`src/rtl/sdik_pkg.sv`:
```
// Shared types, constants and tables for the swerve drive inverse kinematics block.
package sdik_pkg;

    localparam int CORDIC_STAGES = 16;
    localparam int ATAN_LEN      = 24;
    localparam int SQRT_STEPS    = 18;
    localparam int LANE_STAGES   = (CORDIC_STAGES > SQRT_STEPS) ? CORDIC_STAGES : SQRT_STEPS;
    localparam int STEP_W        = $clog2(LANE_STAGES);
    localparam int WHEELS        = 4;

    localparam int VEL_W   = 16;
    localparam int SCALE_W = 16;
    localparam int PROD_W  = 33;
    localparam int P_W     = 21;
    localparam int SUM_W   = 22;
    localparam int TERM_W  = 18;
    localparam int RAD_W   = 36;
    localparam int REM_W   = 20;
    localparam int ROOT_W  = 18;
    localparam int CX_W    = 33;
    localparam int Z_W     = 25;
    localparam int HEAD_W  = 16;
    localparam int SPEED_W = 18;
    localparam int ANG_SHIFT = 12;

    localparam logic signed [HEAD_W-1:0] HALF_TURN    = 16'sd18000;
    localparam logic signed [HEAD_W-1:0] QUARTER_TURN = 16'sd9000;
    localparam logic signed [Z_W-1:0]    HALF_TURN_Z  = 25'sd4608000;
    localparam logic [SPEED_W-1:0]       SPEED_MAX    = 18'd185364;

    localparam int PADDR_W = 3;
    localparam logic [0:0] REG_ROTATION_SCALE = 1'b0;
    localparam logic [SCALE_W-1:0] ROTATION_SCALE_RESET = 16'd4096;

    typedef struct packed {
        logic signed [VEL_W-1:0] x_velocity;
        logic signed [VEL_W-1:0] y_velocity;
        logic signed [VEL_W-1:0] turn_rate;
    } sdik_in_t;

    typedef struct packed {
        logic [SPEED_W-1:0]       front_left_speed;
        logic [SPEED_W-1:0]       front_right_speed;
        logic [SPEED_W-1:0]       rear_left_speed;
        logic [SPEED_W-1:0]       rear_right_speed;
        logic signed [HEAD_W-1:0] front_left_heading;
        logic signed [HEAD_W-1:0] front_right_heading;
        logic signed [HEAD_W-1:0] rear_left_heading;
        logic signed [HEAD_W-1:0] rear_right_heading;
    } sdik_out_t;

    // one wheel's work in flight: square root remainder/root and CORDIC vector/angle
    typedef struct packed {
        logic [RAD_W-1:0]         rad;
        logic [REM_W-1:0]         rem;
        logic [ROOT_W-1:0]        root;
        logic signed [CX_W-1:0]   cx;
        logic signed [CX_W-1:0]   cy;
        logic signed [Z_W-1:0]    cz;
        logic                     special;
        logic signed [HEAD_W-1:0] special_heading;
    } sdik_lane_t;

    typedef sdik_lane_t [WHEELS-1:0] sdik_row_t;

    // atan(2^-i) in units of 1/25600 degree
    function automatic logic signed [Z_W-1:0] sdik_atan(input logic [STEP_W-1:0] i);
        logic signed [Z_W-1:0] t;
        case (i)
            5'd0:  t = 25'sd1152000;
            5'd1:  t = 25'sd680065;
            5'd2:  t = 25'sd359328;
            5'd3:  t = 25'sd182400;
            5'd4:  t = 25'sd91554;
            5'd5:  t = 25'sd45822;
            5'd6:  t = 25'sd22916;
            5'd7:  t = 25'sd11459;
            5'd8:  t = 25'sd5730;
            5'd9:  t = 25'sd2865;
            5'd10: t = 25'sd1432;
            5'd11: t = 25'sd716;
            5'd12: t = 25'sd358;
            5'd13: t = 25'sd179;
            5'd14: t = 25'sd90;
            5'd15: t = 25'sd45;
            5'd16: t = 25'sd22;
            5'd17: t = 25'sd11;
            5'd18: t = 25'sd6;
            5'd19: t = 25'sd3;
            5'd20: t = 25'sd1;
            5'd21: t = 25'sd1;
            default: t = '0;
        endcase
        return t;
    endfunction

    function automatic logic signed [TERM_W-1:0] sdik_sat(input logic signed [SUM_W-1:0] v);
        logic signed [TERM_W-1:0] r;
        if (v > 22'sd131071) begin
            r = 18'sd131071;
        end else if (v < -22'sd131072) begin
            r = -18'sd131072;
        end else begin
            r = v[TERM_W-1:0];
        end
        return r;
    endfunction

endpackage

```
`src/rtl/sdik_cell.sv`:
```
// One chain cell: per wheel a root digit and a CORDIC turn if step < CORDIC_STAGES.
module sdik_cell (
    input  logic                         aclk,
    input  logic                         aresetn,
    input  logic [sdik_pkg::STEP_W-1:0]  step,
    input  logic                         up_valid,
    output logic                         up_ready,
    input  sdik_pkg::sdik_row_t          up_row,
    output logic                         dn_valid,
    input  logic                         dn_ready,
    output sdik_pkg::sdik_row_t          dn_row
);
    import sdik_pkg::*;

    logic      valid_reg;
    sdik_row_t row_reg, row_next;

    assign up_ready = !valid_reg || dn_ready;
    assign dn_valid = valid_reg;
    assign dn_row   = row_reg;

    always_comb begin
        logic [REM_W+1:0]       rem_sh, trial;
        logic signed [CX_W-1:0] xs, ys;
        logic signed [Z_W-1:0]  t;
        row_next = up_row;
        t        = sdik_atan(step);
        for (int w = 0; w < WHEELS; w++) begin
            rem_sh = {up_row[w].rem, up_row[w].rad[RAD_W-1 -: 2]};
            trial  = {2'b00, up_row[w].root, 2'b01};
            xs     = up_row[w].cx >>> step;
            ys     = up_row[w].cy >>> step;
            if (step < SQRT_STEPS) begin
                row_next[w].rad = {up_row[w].rad[RAD_W-3:0], 2'b00};
                if (rem_sh >= trial) begin
                    row_next[w].rem  = REM_W'(rem_sh - trial);
                    row_next[w].root = {up_row[w].root[ROOT_W-2:0], 1'b1};
                end else begin
                    row_next[w].rem  = rem_sh[REM_W-1:0];
                    row_next[w].root = {up_row[w].root[ROOT_W-2:0], 1'b0};
                end
            end
            if (step < CORDIC_STAGES && step < ATAN_LEN) begin
                // rotate toward the x axis
                if (up_row[w].cy > 0) begin
                    row_next[w].cx = up_row[w].cx + ys;
                    row_next[w].cy = up_row[w].cy - xs;
                    row_next[w].cz = up_row[w].cz + t;
                end else begin
                    row_next[w].cx = up_row[w].cx - ys;
                    row_next[w].cy = up_row[w].cy + xs;
                    row_next[w].cz = up_row[w].cz - t;
                end
            end
        end
    end

    always_ff @(posedge aclk) begin
        if (!aresetn) begin
            valid_reg <= 1'b0;
        end else if (up_ready) begin
            valid_reg <= up_valid;
        end
    end

    always_ff @(posedge aclk) begin
        if (up_ready && up_valid) begin
            row_reg <= row_next;
        end
    end

endmodule

```
`config.mk`:
```
export PLATFORM = sky130hd
export DESIGN_NAME = sdik_cell
export DESIGN_NICKNAME = d
export VERILOG_FILES = /design/src/rtl/sdik_pkg.sv /design/src/rtl/sdik_cell.sv
export SDC_FILE = /design/constraint.sdc
export NUM_CORES = 2
export LEC_CHECK = 0
export BUFFER_PORTS_ARGS = -buffer_cell sky130_fd_sc_hd__buf_2
export CAP_MARGIN = 10
export CORE_AREA = 2 2 574 576
export DETAILED_ROUTE_END_ITERATION = 6
export DIE_AREA = 0 0 576 578
export SYNTH_ARGS = -nofsm -noshare
export SYNTH_HDL_FRONTEND = slang
export SYNTH_SLANG_ARGS = --single-unit
```
`constraint.sdc`:
```
create_clock -name aclk -period 21.3 [get_ports aclk]
set_input_delay 3.195 -clock aclk [delete_from_list [all_inputs] [get_ports aclk]]
set_output_delay 3.195 -clock aclk [all_outputs]
set_load 0.05 [all_outputs]
```
==> Word level (Yosys, flattened, before mapping) <==
Memory sizes are Yosys's and may differ from the RTL's.
Cells that the tools add are included.
{ "word_totals": {"reg_bits": 729, "latch_bits": 0, "mem_bits_rw": 0, "mem_bits_ro": 672, "input_bits": 737, "output_inout_bits": 730, "word_cells": 105, "mem_count": 1} }
{ "op_classes": {"addsub": 28, "n_mul": 0, "div_mod_pow": 0, "n_lt_le_gt_ge": 11, "eq_ne": 0, "shift": 8, "mux": 16, "bitwise": 0, "n_reduce_logical": 4} }
{ "mem_list": {"columns": ["name", "words", "width", "rd", "rd_clocked_by_memory_dff", "write_ports", "line_no", "text"], "rows": [
  ["(no name shown)", 32, 21, 1, 0, 0, "sdik_pkg.sv:69", "case (i)"]
]} }
{ "ops": {"columns": ["operator", "n"], "rows": [
  ["$mux 91", 8],
  ["$mux 74", 4],
  ["$add 33x33->33", 8],
  ["$sshr 33x5->33", 8],
  ["$sub 33x33->33", 8],
  ["$mux 38", 4],
  ["$gt 33x1->1 const B", 4],
  ["$add 25x25->25", 4],
  ["$sub 25x25->25", 4],
  ["$ge 22x20->1", 4],
  ["$sub 20x20->20", 4],
  ["$lt 5x5->1 const B", 3],
  ["$logic_and 1x1->1", 2],
  ["$logic_not 1->1", 1],
  ["$logic_or 1x1->1", 1]
]} }

==> Logic depth before layout (Yosys ltp) <==
{ "logic_depth": {"ltp_word": 4, "mapped_depth": 33, "depth_no_buf": 26} }

==> Worst setup path after synthesis <==
Ideal clock, no wire load.
{ "synth_timing": {"path_kind": "input-to-reg", "from": "input port dn_ready", "to": "register row_reg (netlist bit dn_row[0]), enable pin", "setup_time_ns": 1.188, "arrival_ns": 20.066, "required_time_ns": 20.112, "slack_ns": 0.046, "path_stages": 2, "n_path_buf": 0, "cell_sequence": "nand2b_1 > and2_1"} }
{ "synth_via": {"elab_chain_cells": 2} }
{ "synth_rtl": {"columns": ["item", "line_no", "text"], "rows": [
  ["start: declaration", "sdik_cell.sv:10", "input logic dn_ready,"],
  ["$logic_or 1x1->1", "sdik_cell.sv:18", "assign up_ready = !valid_reg || dn_ready;"],
  ["$logic_and 1x1->1", "sdik_cell.sv:67", "if (up_ready && up_valid) begin"],
  ["end signal: assignment", "sdik_cell.sv:68", "row_reg <= row_next;"],
  ["end: declaration", "sdik_cell.sv:16", "sdik_row_t row_reg, row_next;"]
]} }
Every way passes these cells.
A chain may end at the register's enable or synchronous reset.

==> metrics.md <==
| Metric | Value |
|---|---|
| Status | `complete, but fails checks` |
| Failing checks | `design-rule violations` |
| Crit. Startpoint | `step[1]` |
| Slew headroom | `0.202` |
| # fillers | `35.4k` |
| Post-synth top cells | `1248 x nand2_1, 728 x edfxtp_1, 695 x o21ai_0` |
| Largest family of logic cells by synthesized area | `compound AO/OA/AOI/OAI gates` |
| Critical path arrival | `12320 ps` |
| Ys async rst share | `0` |
| R2R cell count | `7` |
| DRT antenna net count | `0` |
| First-pass GRT wire length | `586000 um` |
| Dpl ws | `8890 ps` |
| Multi-input logic area | `50400 um^2` |
| Fin cells | `14.2k` |
| Final WL | `438000 um` |
| Vias | `76.8k` |
| CTS tree | `done` |
| Psw | `0.00305 W` |
| Largest net degree at the start of global routing | `178` |
| DRC viols | `6` |
| Slew Viols, Final | `0` |
| Post-Syn Area | `75300 um^2` |
| CTS Buf Count | `100` |
| Cell Pwr Density | `75.9 nW/um^2` |
| TNS Setup | `0 ps` |
| Sw frac | `0.444` |
| Min Tclk post-route | `11800 ps` |
| Fmax | `0.0847 GHz` |
| CP Data Required Time | `21820 ps` |
| CP endpoint kind | `flip-flop` |
| Setup violators final | `0` |
| Chip height | `578 um` |
| Storage cell area | `21900 um^2` |
| Post-CTS sizing | `0` |
| Final #Nets | `10.8k` |
| EDFF count, synth | `728` |
| Simple-Gate Fraction of Synth Area | `0.161` |
| Mapped Nets | `9622` |
| Clock power share | `0.249` |
| Seq pwr share | `0.275` |
| H-tree lvl count | `3` |
| Ranking of synthesized cells by area | `edfxtp_1 29%, mux4_2 8.3%, ha_1 7.5%` |
| Clock Latency Late Sink | `860 ps` |
| Worst-path clk slew | `50 ps` |
| I/O pins | `1467` |
| Grt ovf | `0` |
| TritonRoute pass-1 iters | `7` |
| Clk sinks | `729` |
| Synth Area in XOR/XNOR | `0.0682` |
| Post-synthesis cell count | `8423` |
| Die X | `576 um` |
| Final Cycle Share | `0.554` |
| Hold Slack | `533 ps` |
| Sequential element share of the synthesized area | `0.291` |
| Synth Area in Adders | `0.0780` |
| Startpoint class of the critical path | `input pin` |
| Leakage Power | `37.2 nW` |
| Crit Reg-Reg Startpoint | `dn_valid` |
| Clk buf depth | `4` |
| Top-count cell post-synth | `nand2_1` |
| Core Area | `326000 um^2` |
| Unique cell type count in the Yosys netlist | `110` |
| Hold_sp | `dn_valid` |
| RSZ-0062 raised after global routing | `false` |
| Area Growth Syn to Fin | `20.3%` |
| Global-route usage over all layers | `0.251` |
| IO buf count | `1466` |
| Setup Skew | `61.3 ps` |
| VDD IR max | `0.0669 mV` |
| Critical path fanouts, max | `93` |
| Internal power | `0.00382 W` |
| Clk root buf | `clkbuf_16` |
| Most common flop cell mapped by yosys | `edfxtp_1` |
| Hold WC Path Type | `reg -> reg` |
| Final RePlAce weighted congestion | `1.00` |
| Max cap viols | `0` |
| Mux contribution to synthesized area | `0.157` |
| Critical path class | `in -> reg` |
| Final setup margin | `9500 ps` |
| Combinational power share | `0.476` |
| Initial antenna violation count | `210` |
| Actual slew at the worst max-slew pin | `1180 ps` |
| Mean post-synth cell area | `8.94 um^2` |
| Initial core utilization | `0.231` |
| Avg Vias per Cell | `5.41` |
| Fraction of layout cells with a size suffix above 1 | `0.238` |
| DR iter-0 viols | `9007` |
| Placed cell count | `13.9k` |
| Compound-cell area share of the yosys netlist | `0.203` |
| WL/cell | `30.9 um` |
| FP Rows | `210` |
| Die area | `333000 um^2` |
| Final Hold Viols | `0` |
| Hold Path Depth | `2` |
| Setup Fix Bufs, Post-CTS | `0` |
| Post-detail-place hpwl | `356000 um` |
| Post-CTS Hold Buffers | `0` |
| Total power | `0.00687 W` |
| Vias in the first global route | `70.6k` |
| Synth top area share | `0.290` |
| Yosys reg bits | `729` |
| Yosys Warn Count | `0` |
| Synth area leader | `edfxtp_1` |
[sequential cells by signal, summed over array words and instances (netlist names)]
register / count
dn_row: 728
dn_valid: 1
[worst paths after layout]
kind	to	slack, ps
min reg2reg	dn_valid	530
max	dn_row[470]	9500
max reg2reg	dn_row[138]	16530
min	dn_valid	530
[final cells by class]
class | instances | share of cell area
diodes | 167 | 0.00461
flip-flops and latches | 729 | 0.242
clock buffers | 117 | 0.0283
multi-input cells | 6962 | 0.557
clock inverters | 62 | 0.00729
inverters | 252 | 0.0106
repair buffers | 1570 | 0.0906
well taps | 4346 | 0.0600
[per-layer routing]
| metal | track usage | wire (um) | vias up |
|---|---|---|---|
| li1 | - | - | 34100 |
| met1 | 0.291 | 161000 | 37000 |
| met2 | 0.409 | 203000 | 4654 |
| met3 | 0.0684 | 43000 | 993 |
| met4 | 0.161 | 31700 | 30 |
| met5 | 0 | 183 | - |
[critical path, cell delays in order]
cell,delay [ps]
buf_8,560
buf_4,820
buf_4,640
buf_4,800
mux4_2,600
mux2i_1,370
a21oi_1,160
o21bai_1,240
ha_1,200
nand2_1,50
nand4bb_1,230
nor4_1,420
nand4b_1,380
nor2b_1,350
a21oi_1,130
xnor2_1,160
ha_1,370
a21o_1,190
a21o_1,170
a21oi_1,180
nand2_1,80
a311oi_1,440
nor4_1,210
or3_1,440
a2111oi_0,400
nor3_1,130
xnor2_1,140
o21ai_0,80
[power groups by stage]
| stage | Sequential [W] | Clock (W) | Combinational, W |
|---|---|---|---|
| after floorplan | 0.00245 | 0 | 0.00168 |
| after global placement | 0.00192 | 0 | 0.00322 |
| after detailed placement | 0.00192 | 0 | 0.00322 |
| after CTS | 0.00190 | 0.00176 | 0.00324 |
| after global routing | 0.00190 | 0.00180 | 0.00350 |
| final | 0.00189 | 0.00171 | 0.00327 |
[cell usage in the layout (no fill, tap or decap), types with 100 or more instances in the layout]
master     Yosys  final
buf_2         92   1461
mux4_2       276    276
nor3_1       134    131
mux2i_1      346    346
clkbuf_16      0    100
edfxtp_1     728    728
buf_4         37    101
nand2_1     1248   1244
nand3_1      120    120
inv_1        248    246
o21a_1       105    105
a21oi_1      621    620
ha_1         450    450
mux2_2       176    176
xor2_1       260    260
nor2_1       621    609
a21o_1       184    184
diode_2        0    167
o21ai_0      695    694
xnor2_1      326    326
[per-stage QoR]
stage / area (um^2) / utilization
after floorplan: 75300 / -
after global placement: 86900 / 0.266
after detailed placement: 86900 / 0.266
after CTS: 90200 / 0.276
after global routing: 90500 / 0.277
final: 90600 / 0.278
[cells by family after synthesis]
logic type / after synthesis
adder cells (fa/ha/maj): 462
AO/OA/AOI/OAI: 2415
buffers and inverters: 732
AND/OR/NAND/NOR: 2694
flip-flops: 729
XOR/XNOR: 586
multiplexers: 805
Power figures use the tool's default switching activity.
