$ cat src/rtl/sdik_pkg.sv
// Shared types, constants and tables for the swerve drive inverse kinematics block.
package sdik_pkg;

    localparam int CORDIC_STAGES = 16;
    localparam int ATAN_LEN      = 24;
    localparam int SQRT_STEPS    = 18;
    localparam int LANE_STAGES   = (CORDIC_STAGES > SQRT_STEPS) ? CORDIC_STAGES : SQRT_STEPS;
    localparam int STEP_W        = $clog2(LANE_STAGES);
    localparam int WHEELS        = 4;

    localparam int VEL_W   = 16;
    localparam int SCALE_W = 16;
    localparam int PROD_W  = 33;
    localparam int P_W     = 21;
    localparam int SUM_W   = 22;
    localparam int TERM_W  = 18;
    localparam int RAD_W   = 36;
    localparam int REM_W   = 20;
    localparam int ROOT_W  = 18;
    localparam int CX_W    = 33;
    localparam int Z_W     = 25;
    localparam int HEAD_W  = 16;
    localparam int SPEED_W = 18;
    localparam int ANG_SHIFT = 12;

    localparam logic signed [HEAD_W-1:0] HALF_TURN    = 16'sd18000;
    localparam logic signed [HEAD_W-1:0] QUARTER_TURN = 16'sd9000;
    localparam logic signed [Z_W-1:0]    HALF_TURN_Z  = 25'sd4608000;
    localparam logic [SPEED_W-1:0]       SPEED_MAX    = 18'd185364;

    localparam int PADDR_W = 3;
    localparam logic [0:0] REG_ROTATION_SCALE = 1'b0;
    localparam logic [SCALE_W-1:0] ROTATION_SCALE_RESET = 16'd4096;

    typedef struct packed {
        logic signed [VEL_W-1:0] x_velocity;
        logic signed [VEL_W-1:0] y_velocity;
        logic signed [VEL_W-1:0] turn_rate;
    } sdik_in_t;

    typedef struct packed {
        logic [SPEED_W-1:0]       front_left_speed;
        logic [SPEED_W-1:0]       front_right_speed;
        logic [SPEED_W-1:0]       rear_left_speed;
        logic [SPEED_W-1:0]       rear_right_speed;
        logic signed [HEAD_W-1:0] front_left_heading;
        logic signed [HEAD_W-1:0] front_right_heading;
        logic signed [HEAD_W-1:0] rear_left_heading;
        logic signed [HEAD_W-1:0] rear_right_heading;
    } sdik_out_t;

    // one wheel's work in flight: square root remainder/root and CORDIC vector/angle
    typedef struct packed {
        logic [RAD_W-1:0]         rad;
        logic [REM_W-1:0]         rem;
        logic [ROOT_W-1:0]        root;
        logic signed [CX_W-1:0]   cx;
        logic signed [CX_W-1:0]   cy;
        logic signed [Z_W-1:0]    cz;
        logic                     special;
        logic signed [HEAD_W-1:0] special_heading;
    } sdik_lane_t;

    typedef sdik_lane_t [WHEELS-1:0] sdik_row_t;

    // atan(2^-i) in units of 1/25600 degree
    function automatic logic signed [Z_W-1:0] sdik_atan(input logic [STEP_W-1:0] i);
        logic signed [Z_W-1:0] t;
        case (i)
            5'd0:  t = 25'sd1152000;
            5'd1:  t = 25'sd680065;
            5'd2:  t = 25'sd359328;
            5'd3:  t = 25'sd182400;
            5'd4:  t = 25'sd91554;
            5'd5:  t = 25'sd45822;
            5'd6:  t = 25'sd22916;
            5'd7:  t = 25'sd11459;
            5'd8:  t = 25'sd5730;
            5'd9:  t = 25'sd2865;
            5'd10: t = 25'sd1432;
            5'd11: t = 25'sd716;
            5'd12: t = 25'sd358;
            5'd13: t = 25'sd179;
            5'd14: t = 25'sd90;
            5'd15: t = 25'sd45;
            5'd16: t = 25'sd22;
            5'd17: t = 25'sd11;
            5'd18: t = 25'sd6;
            5'd19: t = 25'sd3;
            5'd20: t = 25'sd1;
            5'd21: t = 25'sd1;
            default: t = '0;
        endcase
        return t;
    endfunction

    function automatic logic signed [TERM_W-1:0] sdik_sat(input logic signed [SUM_W-1:0] v);
        logic signed [TERM_W-1:0] r;
        if (v > 22'sd131071) begin
            r = 18'sd131071;
        end else if (v < -22'sd131072) begin
            r = -18'sd131072;
        end else begin
            r = v[TERM_W-1:0];
        end
        return r;
    endfunction

endpackage

$ cat src/rtl/sdik_finish.sv
// Output stage: round the roots, scale and clamp the angles or take the special heading, hold the result request.
module sdik_finish (
    input  logic                 aclk,
    input  logic                 aresetn,
    input  logic                 up_valid,
    output logic                 up_ready,
    input  sdik_pkg::sdik_row_t  up_row,
    output logic                 m_valid,
    input  logic                 m_ready,
    output sdik_pkg::sdik_out_t  m_data
);
    import sdik_pkg::*;

    logic      valid_reg;
    sdik_out_t data_reg, data_next;

    assign up_ready = !valid_reg || m_ready;
    assign m_valid  = valid_reg;
    assign m_data   = data_reg;

    always_comb begin
        logic [SPEED_W-1:0]       spd [WHEELS];
        logic signed [HEAD_W-1:0] hdg [WHEELS];
        logic signed [Z_W:0]      zr;
        logic signed [Z_W-8:0]    h;
        for (int w = 0; w < WHEELS; w++) begin
            spd[w] = up_row[w].root;
            if (up_row[w].rem > {{(REM_W-ROOT_W){1'b0}}, up_row[w].root}) begin
                spd[w] = up_row[w].root + 1'b1;
            end
            zr = ($signed({up_row[w].cz[Z_W-1], up_row[w].cz}) + 26'sd128) >>> 8;
            h  = zr[Z_W-8:0];
            if (up_row[w].special) begin
                hdg[w] = up_row[w].special_heading;
            end else if (h > $signed({{(Z_W-7-HEAD_W){1'b0}}, HALF_TURN})) begin
                hdg[w] = HALF_TURN;
            end else if (h < -$signed({{(Z_W-7-HEAD_W){1'b0}}, HALF_TURN})) begin
                hdg[w] = -HALF_TURN;
            end else begin
                hdg[w] = h[HEAD_W-1:0];
            end
        end
        data_next.front_left_speed    = spd[0];
        data_next.front_right_speed   = spd[1];
        data_next.rear_left_speed     = spd[2];
        data_next.rear_right_speed    = spd[3];
        data_next.front_left_heading  = hdg[0];
        data_next.front_right_heading = hdg[1];
        data_next.rear_left_heading   = hdg[2];
        data_next.rear_right_heading  = hdg[3];
    end

    always_ff @(posedge aclk) begin
        if (!aresetn) begin
            valid_reg <= 1'b0;
        end else if (up_ready) begin
            valid_reg <= up_valid;
        end
    end

    always_ff @(posedge aclk) begin
        if (up_ready && up_valid) begin
            data_reg <= data_next;
        end
    end

endmodule

$ cat config.mk
export PLATFORM = sky130hd
export DESIGN_NAME = sdik_finish
export DESIGN_NICKNAME = d
export VERILOG_FILES = /design/src/rtl/sdik_pkg.sv /design/src/rtl/sdik_finish.sv
export SDC_FILE = /design/constraint.sdc
export NUM_CORES = 1
export LEC_CHECK = 0
export BUFFER_PORTS_ARGS = -buffer_cell sky130_fd_sc_hd__clkbuf_2
export CAP_MARGIN = 40
export CORE_AREA = 2 2 342 344
export CTS_BUF_LIST = sky130_fd_sc_hd__clkbuf_2 sky130_fd_sc_hd__clkbuf_4 sky130_fd_sc_hd__clkbuf_8
export CTS_CLUSTER_SIZE = 30
export DETAILED_ROUTE_END_ITERATION = 6
export DIE_AREA = 0 0 344 346
export HOLD_SLACK_MARGIN = 0.03
export PLACE_DENSITY = 0.3
export SETUP_SLACK_MARGIN = 0.05
export SYNTH_ARGS = -nofsm -noshare
export SYNTH_HDL_FRONTEND = slang
export SYNTH_SLANG_ARGS = --single-unit
$ cat constraint.sdc
create_clock -name aclk -period 10.2 [get_ports aclk]
set_input_delay 2.04 -clock aclk [delete_from_list [all_inputs] [get_ports aclk]]
set_output_delay 2.04 -clock aclk [all_outputs]
set_load 0.05 [all_outputs]
Word level (Yosys, flattened, before mapping)
Cells that the tools add are included.

RAM bits: 0. Word-level logic and storage cells: 48. Latch bits: 0. Memories kept: 0. Output and inout bits: 138. Bits in registers: 137. Bits in read-only memories: 0.

Equality and inequality tests: 0. Bitwise operators: 0. Div/mod/pow operators: 0. Magnitude comparators: 12. Reductions and logical operators: 3. $add $sub $neg: 8. Multipliers: 0. Shift-type cells: 0. Mux-type cells: 16.

Operators by type and width (number): $mux W16 (12); $add A25 B9 Y26 const B (4); $gt A20 B18 Y1 (4); $add A18 B1 Y18 const B (4); $gt A18 B16 Y1 const B (4); $lt A18 B16 Y1 const B (4); $mux W18 (4); $logic_and A1 B1 Y1 (1); $logic_not A1 Y1 (1); $logic_or A1 B1 Y1 (1).

Depth between registers and ports, before layout
Gate-level depths: netlist (run 1).

Depth in word-level cells: 5. Mapped depth: 12.

Worst setup path before layout (run 1)
OpenSTA, ideal clock, no wires.

Path kind: input port to flip-flop. Start: input m_ready. End: register data_reg (netlist bit m_data[0]) (enable). Stages: 2. Arrival: 5.693 ns. Data required time: 9.689 ns. Setup time: 0.511 ns. Slack: 3.996 ns. Cells stage by stage: nand2b_1 -> and2_1.

Longest elaborated chain between the ends: 2.

RTL lines: from (decl) (line sdik_finish.sv:9) `input logic m_ready,`; $logic_or A1 B1 Y1 (line sdik_finish.sv:17) `assign up_ready = !valid_reg || m_ready;`; $logic_and A1 B1 Y1 (line sdik_finish.sv:62) `if (up_ready && up_valid) begin`; to (signal assigned) (line sdik_finish.sv:63) `data_reg <= data_next;`; to (decl) (line sdik_finish.sv:15) `sdik_out_t data_reg, data_next;`.

No other way between the ends. A chain may end at the register's enable or synchronous reset.

==> metrics, run 1 <==
wire length on met2 24500 um; worst path bufs/invs 2; yosys warns 0; first-pass GRT wire length between 80000 and 90000 um; hold buffer count at cts 0; top cell type's share of synthesized area 36.7%; first-iteration detailed-routing DRC count 701; clk_lat worst skew ~0.58 ns; wire length after detailed routing around 57000 um; FMAX around 190 MHz; DP Wirelength slightly below 50000 um; share of async-settable or async-resettable flops after synthesis 0%; total CTS buffers 17; number of antenna violations at the first check in global routing 26; Setup Crit Path Kind in2reg; area occupied by registers between 4000 and 5000 um2; Met1 Wirelength approximately 25000 um; pin count of the biggest net entering global routing 57; Fill cells between 10000 and 15000; overall routing resource usage a little under a tenth; Lkg Pwr 0.00623 uW; fin. max-slew vios 0; die area 119000 um2; result of the run finished clean; class of the most critical hold timing path reg2reg; highest routed metal layer met5; Placeable Area around 120000 um2; critical path capture point type flop; required arrival time at the worst endpoint 10.53 ns; commonest non-fill, non-tap cell in the layout clkbuf_2; Seq/Total Area, Yosys a little under two fifths; share of layout cells above drive strength 1 about 31%; Fin. Hold Viols 0; biggest area contributors in the synthesized netlist edfxtp_1 37%, ha_1 9.0%, xnor2_1 7.6%, nand2_1 4.4%, inv_1 3.0%; worst vdd ir 0.0696 mV; Slew headroom 41.6%; maximum clock skew at final layout around 0.015 ns; final routed wire length divided by cell count roughly 18 um; area delta synth->final 39.4%; syn_area_per_cell between 9 and 10 um2; FP Rows around 130; clock tree from TritonCTS built; placed cell area ~15000 um2; post-route non-filler standard cell count between 3000 and 4000; post-route cell area 15500 um2; drt drc 0; CP arrival 5.50 ns; post-synthesis register bit count 137; Setup violations, final 0; Post-Route Setup TNS 0 ns; final core occ between 10% and 20%; syn_nets between 2000 and 2500; ordered cell list for the critical path clkbuf_2 -> ha_1 -> nand4_1 -> nor3_2 -> nand3_1 -> nand2b_1 -> o211ai_1 -> o31ai_2 -> buf_4 -> and2_1 -> a21oi_1; power density of the placed cells ~110 nW/um2; number of global-route vias before repair around 11000; unrepaired setup endpoints after global routing no; count of nets after finishing 2442; WL met3 roughly 6000 um; H-tree lvl count 4; startpoint types input port; footprint of the multi-input gates 6380 um2; max_cap viols 0; final RePlAce weighted congestion just over 0.8; detailed-router iteration count before antenna repair 5; largest buffer count on any clock path 2; cell type with the largest total area after synthesis edfxtp_1; cell total after placement approximately 3100; Via Count around 11000; port buffer count approximately 430; width of the die 344 um; area of the mapped netlist about 11000 um2; Gates resized, CTS repair 0; root cell of the clock tree clkbuf_8; starting density of the core about a tenth; total number of clock tree sinks ~140; Final Cycle Share just over 50%; cell family contributing the most delay on the critical path simple AND/OR/NAND/NOR gates; top-level port count between 800 and 900; cell with the largest stage delay on the worst path nor3_2; final global-route overflow total 0; ys flop type edfxtp_1; commonest cells after routing, fill and taps aside 433 x clkbuf_2, 136 x edfxtp_1, 130 x nand2_1; clock slew at the register clock pins of the worst setup and hold paths between 0.1 and 0.15 ns; Vias per Instance about 3.5; cell count after synthesis ~1200; slowest stage delay, CP ~0.66 ns; die extent in y 346 um; number of synthesized flops with an enable pin about 140; critical-path maximum fanout 11; count of cell types in the netlist 74; slew at the pin closest to its max-slew limit ~0.87 ns; final worst path period need 5.16 ns; remaining antenna violation count after routing 0; post-CTS setup buffer count 0
==> cells in the mapped netlist, types with 3 or more instances <==
| master | instances |
|---|---|
| edfxtp_1 | 136 |
| nand2_1 | 130 |
| xnor2_1 | 96 |
| inv_1 | 90 |
| ha_1 | 80 |
| nor2_1 | 65 |
| nand3_1 | 51 |
| nand4_1 | 51 |
| a21oi_1 | 50 |
| o21ai_0 | 42 |
| nor3_1 | 37 |
| clkbuf_1 | 36 |
| xor2_1 | 30 |
| nor2b_1 | 24 |
| nor4_1 | 24 |
| a22o_1 | 23 |
| buf_2 | 22 |
| a21o_1 | 20 |
| and3_1 | 18 |
| nand2b_1 | 15 |
| and4_1 | 12 |
| o211ai_1 | 12 |
| or3_1 | 12 |
| or2_2 | 11 |
| a31oi_1 | 10 |
| a211oi_1 | 8 |
| and2_1 | 8 |
| o21ai_1 | 8 |
| buf_4 | 7 |
| o21a_1 | 7 |
| a32oi_1 | 6 |
| o22a_1 | 6 |
| o2111ai_1 | 5 |
| or4_1 | 5 |
| mux2_2 | 4 |
| nand3b_1 | 4 |
| a2111oi_0 | 3 |
| a211o_1 | 3 |
| mux2i_1 | 3 |
| o22ai_1 | 3 |
| o2bb2ai_1 | 3 |
| o31ai_1 | 3 |
| o41ai_1 | 3 |
==> worst register-to-register path: stages (launching register included) <==
cell and delay, ns:
dfxtp_1 0.36, nand2b_1 0.18, and2_4 0.30, buf_4 0.30, buf_16 0.31
==> sequential cells by signal, indices dropped and copies added, names as in the netlist <==
register	cells
m_data	136
m_valid	1
==> metrics by stage <==
stage	hold slack [ns]	power, uW	setup WS, ns
finish	0.710	1760	5.04
global route	0.756	1870	4.87
CTS	0.735	1820	5.10
detailed placement	0.719	1250	4.39
global placement	0.681	1240	4.14
floorplan	1.15	1030	4.00
==> metal layers <==
layer / GRT usage [%] / up-vias
met5: 0 / -
met4: 2.96 / 16
met3: 4.08 / 54
met2: 14.1 / 366
met1: 12.0 / 5279
li1: - / 5349
==> final cells by class <==
| class | count | area share, % |
|---|---|---|
| Antenna cell | 15 | 0.242 |
| Sequential cell | 137 | 26.5 |
| Clock inverter | 15 | 1.13 |
| Tap cell | 1524 | 12.3 |
| Inverter | 90 | 2.18 |
| Multi-Input combinational cell | 936 | 41.2 |
| Clock buffer | 17 | 1.51 |
| Timing Repair Buffer | 448 | 15.0 |
==> final timing paths <==
path	to	depth (start not counted)	startpoint	slack, ns
setup / recovery	m_data[20]	11	up_row[388]	5.04
setup reg to reg	m_data[29]	4	m_valid	8.35
hold reg to reg	m_valid	2	m_valid	0.71
hold / removal	m_valid	2	m_valid	0.71
==> kinds of logic (layout without fill, tap and decap cells) <==
family	after synthesis	count (layout)	share of synthesized area, %
and+or+nand+nor	484	484	22.8
AOI/OAI and AO/OA	238	238	14.7
buffers and inverters	157	570	5.85
DFF	137	137	36.9
xor gates and xnor gates	126	126	9.93
adders and majority gates	80	80	9.00
muxes	8	8	0.810
other	0	15	0
==> where the power goes <==
group / switching, uW / internal, uW
Clock: 322 / 208
Sequential: 12.6 / 670
Combinational: 378 / 164
Total: 712 / 1040
(Power assumes the default switching activity.)
==> run 2: changes to the inputs <==
--- a/config.mk
+++ b/config.mk
@@ -7,13 +7,13 @@
 export LEC_CHECK = 0
 export BUFFER_PORTS_ARGS = -buffer_cell sky130_fd_sc_hd__clkbuf_2
 export CAP_MARGIN = 40
-export CORE_AREA = 2 2 342 344
+export CORE_AREA = 2 2 336 338
 export CTS_BUF_LIST = sky130_fd_sc_hd__clkbuf_2 sky130_fd_sc_hd__clkbuf_4 sky130_fd_sc_hd__clkbuf_8
 export CTS_CLUSTER_SIZE = 30
 export DETAILED_ROUTE_END_ITERATION = 6
-export DIE_AREA = 0 0 344 346
+export DIE_AREA = 0 0 338 340
 export HOLD_SLACK_MARGIN = 0.03
-export PLACE_DENSITY = 0.3
+export PLACE_DENSITY = 0.32
 export SETUP_SLACK_MARGIN = 0.05
 export SYNTH_ARGS = -nofsm -noshare
 export SYNTH_HDL_FRONTEND = slang
==> constraint.sdc (replaced) <==
create_clock -name aclk -period 4.5 [get_ports aclk]
set_input_delay 0.9 -clock aclk [delete_from_list [all_inputs] [get_ports aclk]]
set_output_delay 0.9 -clock aclk [all_outputs]
set_load 0.05 [all_outputs]
==> run 2 against run 1 <==
Net effect:
- via count is 0.15% higher
- die area is 3.4% lower
- sequential share of layout area is 0.079 points lower
- largest cell class unchanged
- highest routed layer unchanged
==> metrics, run 2 (synthesized netlist as in run 1, its figures left out) <==
placed cell area 15100 um2 (+0.25%); starting density of the core 9.96% (+0.33 points); startpoint types input port; number of global-route vias before repair 11300 (-0.67%); top-level port count 870 (unchanged); Setup Crit Path Kind in2reg; width of the die 338 um (-1.7%); first-iteration detailed-routing DRC count 606 (-14%); overall routing resource usage 9.60% (+0.20 points); Fin. Hold Viols 0 (unchanged); Placeable Area 112000 um2 (-3.3%); hold buffer count at cts 0 (unchanged); unrepaired setup endpoints after global routing no; Via Count 11100 (+0.15%); FP Rows 123 (-1.6%); root cell of the clock tree clkbuf_8; beginning of the worst hold path aresetn; slew at the pin closest to its max-slew limit 0.738 ns (-0.133 ns); pin count of the biggest net entering global routing 43 (-25%); Setup violations, final 0 (unchanged); source of the worst register-to-register timing path m_valid; clock tree from TritonCTS built; post-route cell area 15500 um2 (+0.30%); drt drc 0 (unchanged); total CTS buffers 17 (unchanged); maximum clock skew at final layout 0.0188 ns (+0.00408 ns); class of the most critical hold timing path in2reg; H-tree lvl count 4 (unchanged); count of nets after finishing 2454 (+0.49%); largest buffer count on any clock path 2 (unchanged); post-route non-filler standard cell count 3168 (-0.44%); detailed-router iteration count before antenna repair 5 (unchanged); final routed wire length divided by cell count 17.4 um (-2.4%); Gates resized, CTS repair 0 (unchanged); die extent in y 340 um (-1.7%); port buffer count 433 (unchanged); Final Cycle Share 79.6%; Vias per Instance 3.50 (+0.60%); Lkg Pwr 0.00628 uW (+0.80%); remaining antenna violation count after routing 0 (unchanged); commonest non-fill, non-tap cell in the layout clkbuf_2; placement-stage worst setup slack 0.300 ns (-4.09 ns); Slew headroom 50.4% (+8.8 points); wire length after detailed routing 55100 um (-2.8%); fin. max-slew vios 0 (unchanged); number of cells traversed by the worst hold path 2 (unchanged); total number of clock tree sinks 137 (unchanged); final worst-path setup slack 0.920 ns (-4.12 ns); Hold Path End m_valid; share of layout cells above drive strength 1 31.7% (+0.44 points); Post-Route Setup TNS 0 ns (unchanged); worst vdd ir 0.124 mV (+78%); DP Wirelength 47100 um (-2.7%); first-pass GRT wire length 79100 um (-1.3%); FF-to-FF End m_data[42]; required arrival time at the worst endpoint 4.81 ns (-5.72 ns); number of antenna violations at the first check in global routing 35 (+35%); post-CTS setup buffer count 0 (unchanged); max_cap viols 0 (unchanged); power density of the placed cells 257 nW/um2 (+130%); final RePlAce weighted congestion 0.808 (-0.15%); result of the run finished clean; critical-path maximum fanout 5 (-6); CP arrival 3.89 ns (-1.61 ns); reg-to-reg setup timing slack 2.65 ns (-5.70 ns); final worst path period need about 3.6 ns; cell total after placement 3123 (-0.38%); Worst Reg2Reg Path Length in Cells 3 (-1); FMAX 279 MHz; area delta synth->final 39.8%; clk_lat worst skew 0.60 ns (+0.02 ns); commonest cells after routing, fill and taps aside 433 x clkbuf_2, 136 x edfxtp_1, 130 x nand2_1; die area 115000 um2 (-3.4%); final global-route overflow total 0 (unchanged); critical path capture point type flop; final core occ 13.9% (+0.50 points); number of flip-flops under the largest register name 136 (unchanged); clock slew at the register clock pins of the worst setup and hold paths 0.10 ns (about the same)
[run 2: layout make-up]
class	count	area, um2
flip-flops and latches	137	4100
fillers	12800	96000
clock inverters	15	189
clock buffers	17	234
inverters	90	338
multi-input cells	936	6380
diodes	13	32.5
repair buffers	460	2390
well taps	1500	1880
[run 2: worst max-delay path by stage]
| stage | to | depth (start not counted) | slack (ns) | start |
|---|---|---|---|---|
| after floorplan | m_data[0] | 2 | 0.92 | m_ready |
| after global placement | m_data[79] | 11 | 0.27 | up_row[661] |
| after detailed placement | m_data[79] | 11 | 0.30 | up_row[661] |
| after CTS | m_data[79] | 11 | 1.00 | up_row[661] |
| after global routing | m_data[79] | 11 | 0.84 | up_row[666] |
| final | m_data[79] | 11 | 0.92 | up_row[661] |
[run 2: critical path: stages]
cell and delay, ns:
clkbuf_2 0.15, inv_1 0.06, ha_1 0.35, nand4_1 0.16
or2_2 0.32, a21oi_1 0.22, o41ai_1 0.12, a21oi_1 0.23
nand4_1 0.49, nor4_1 0.73, xnor2_1 0.15
[run 2: stage by stage]
step	power, uW	hold slack (ns)
floorplan	2340	1.04
global placement	2800	0.540
detailed placement	2800	0.558
CTS	4120	0.462
global route	4250	0.505
finish	3990	0.562
[run 2: routing by layer]
layer  GRT usage, %  routed length, um  vias up
li1               -                  -     5353
met2           14.2              23400      379
met4           2.65                833       30
met1           12.2              24500     5247
met3           4.83               6200       72
met5              0                196        -
[run 2: power breakdown]
group	switching [uW]	internal [uW]	leakage, uW
combinational	837	372	0.00474
sequential	26.4	1520	0.00133
clock	679	558	0.000213
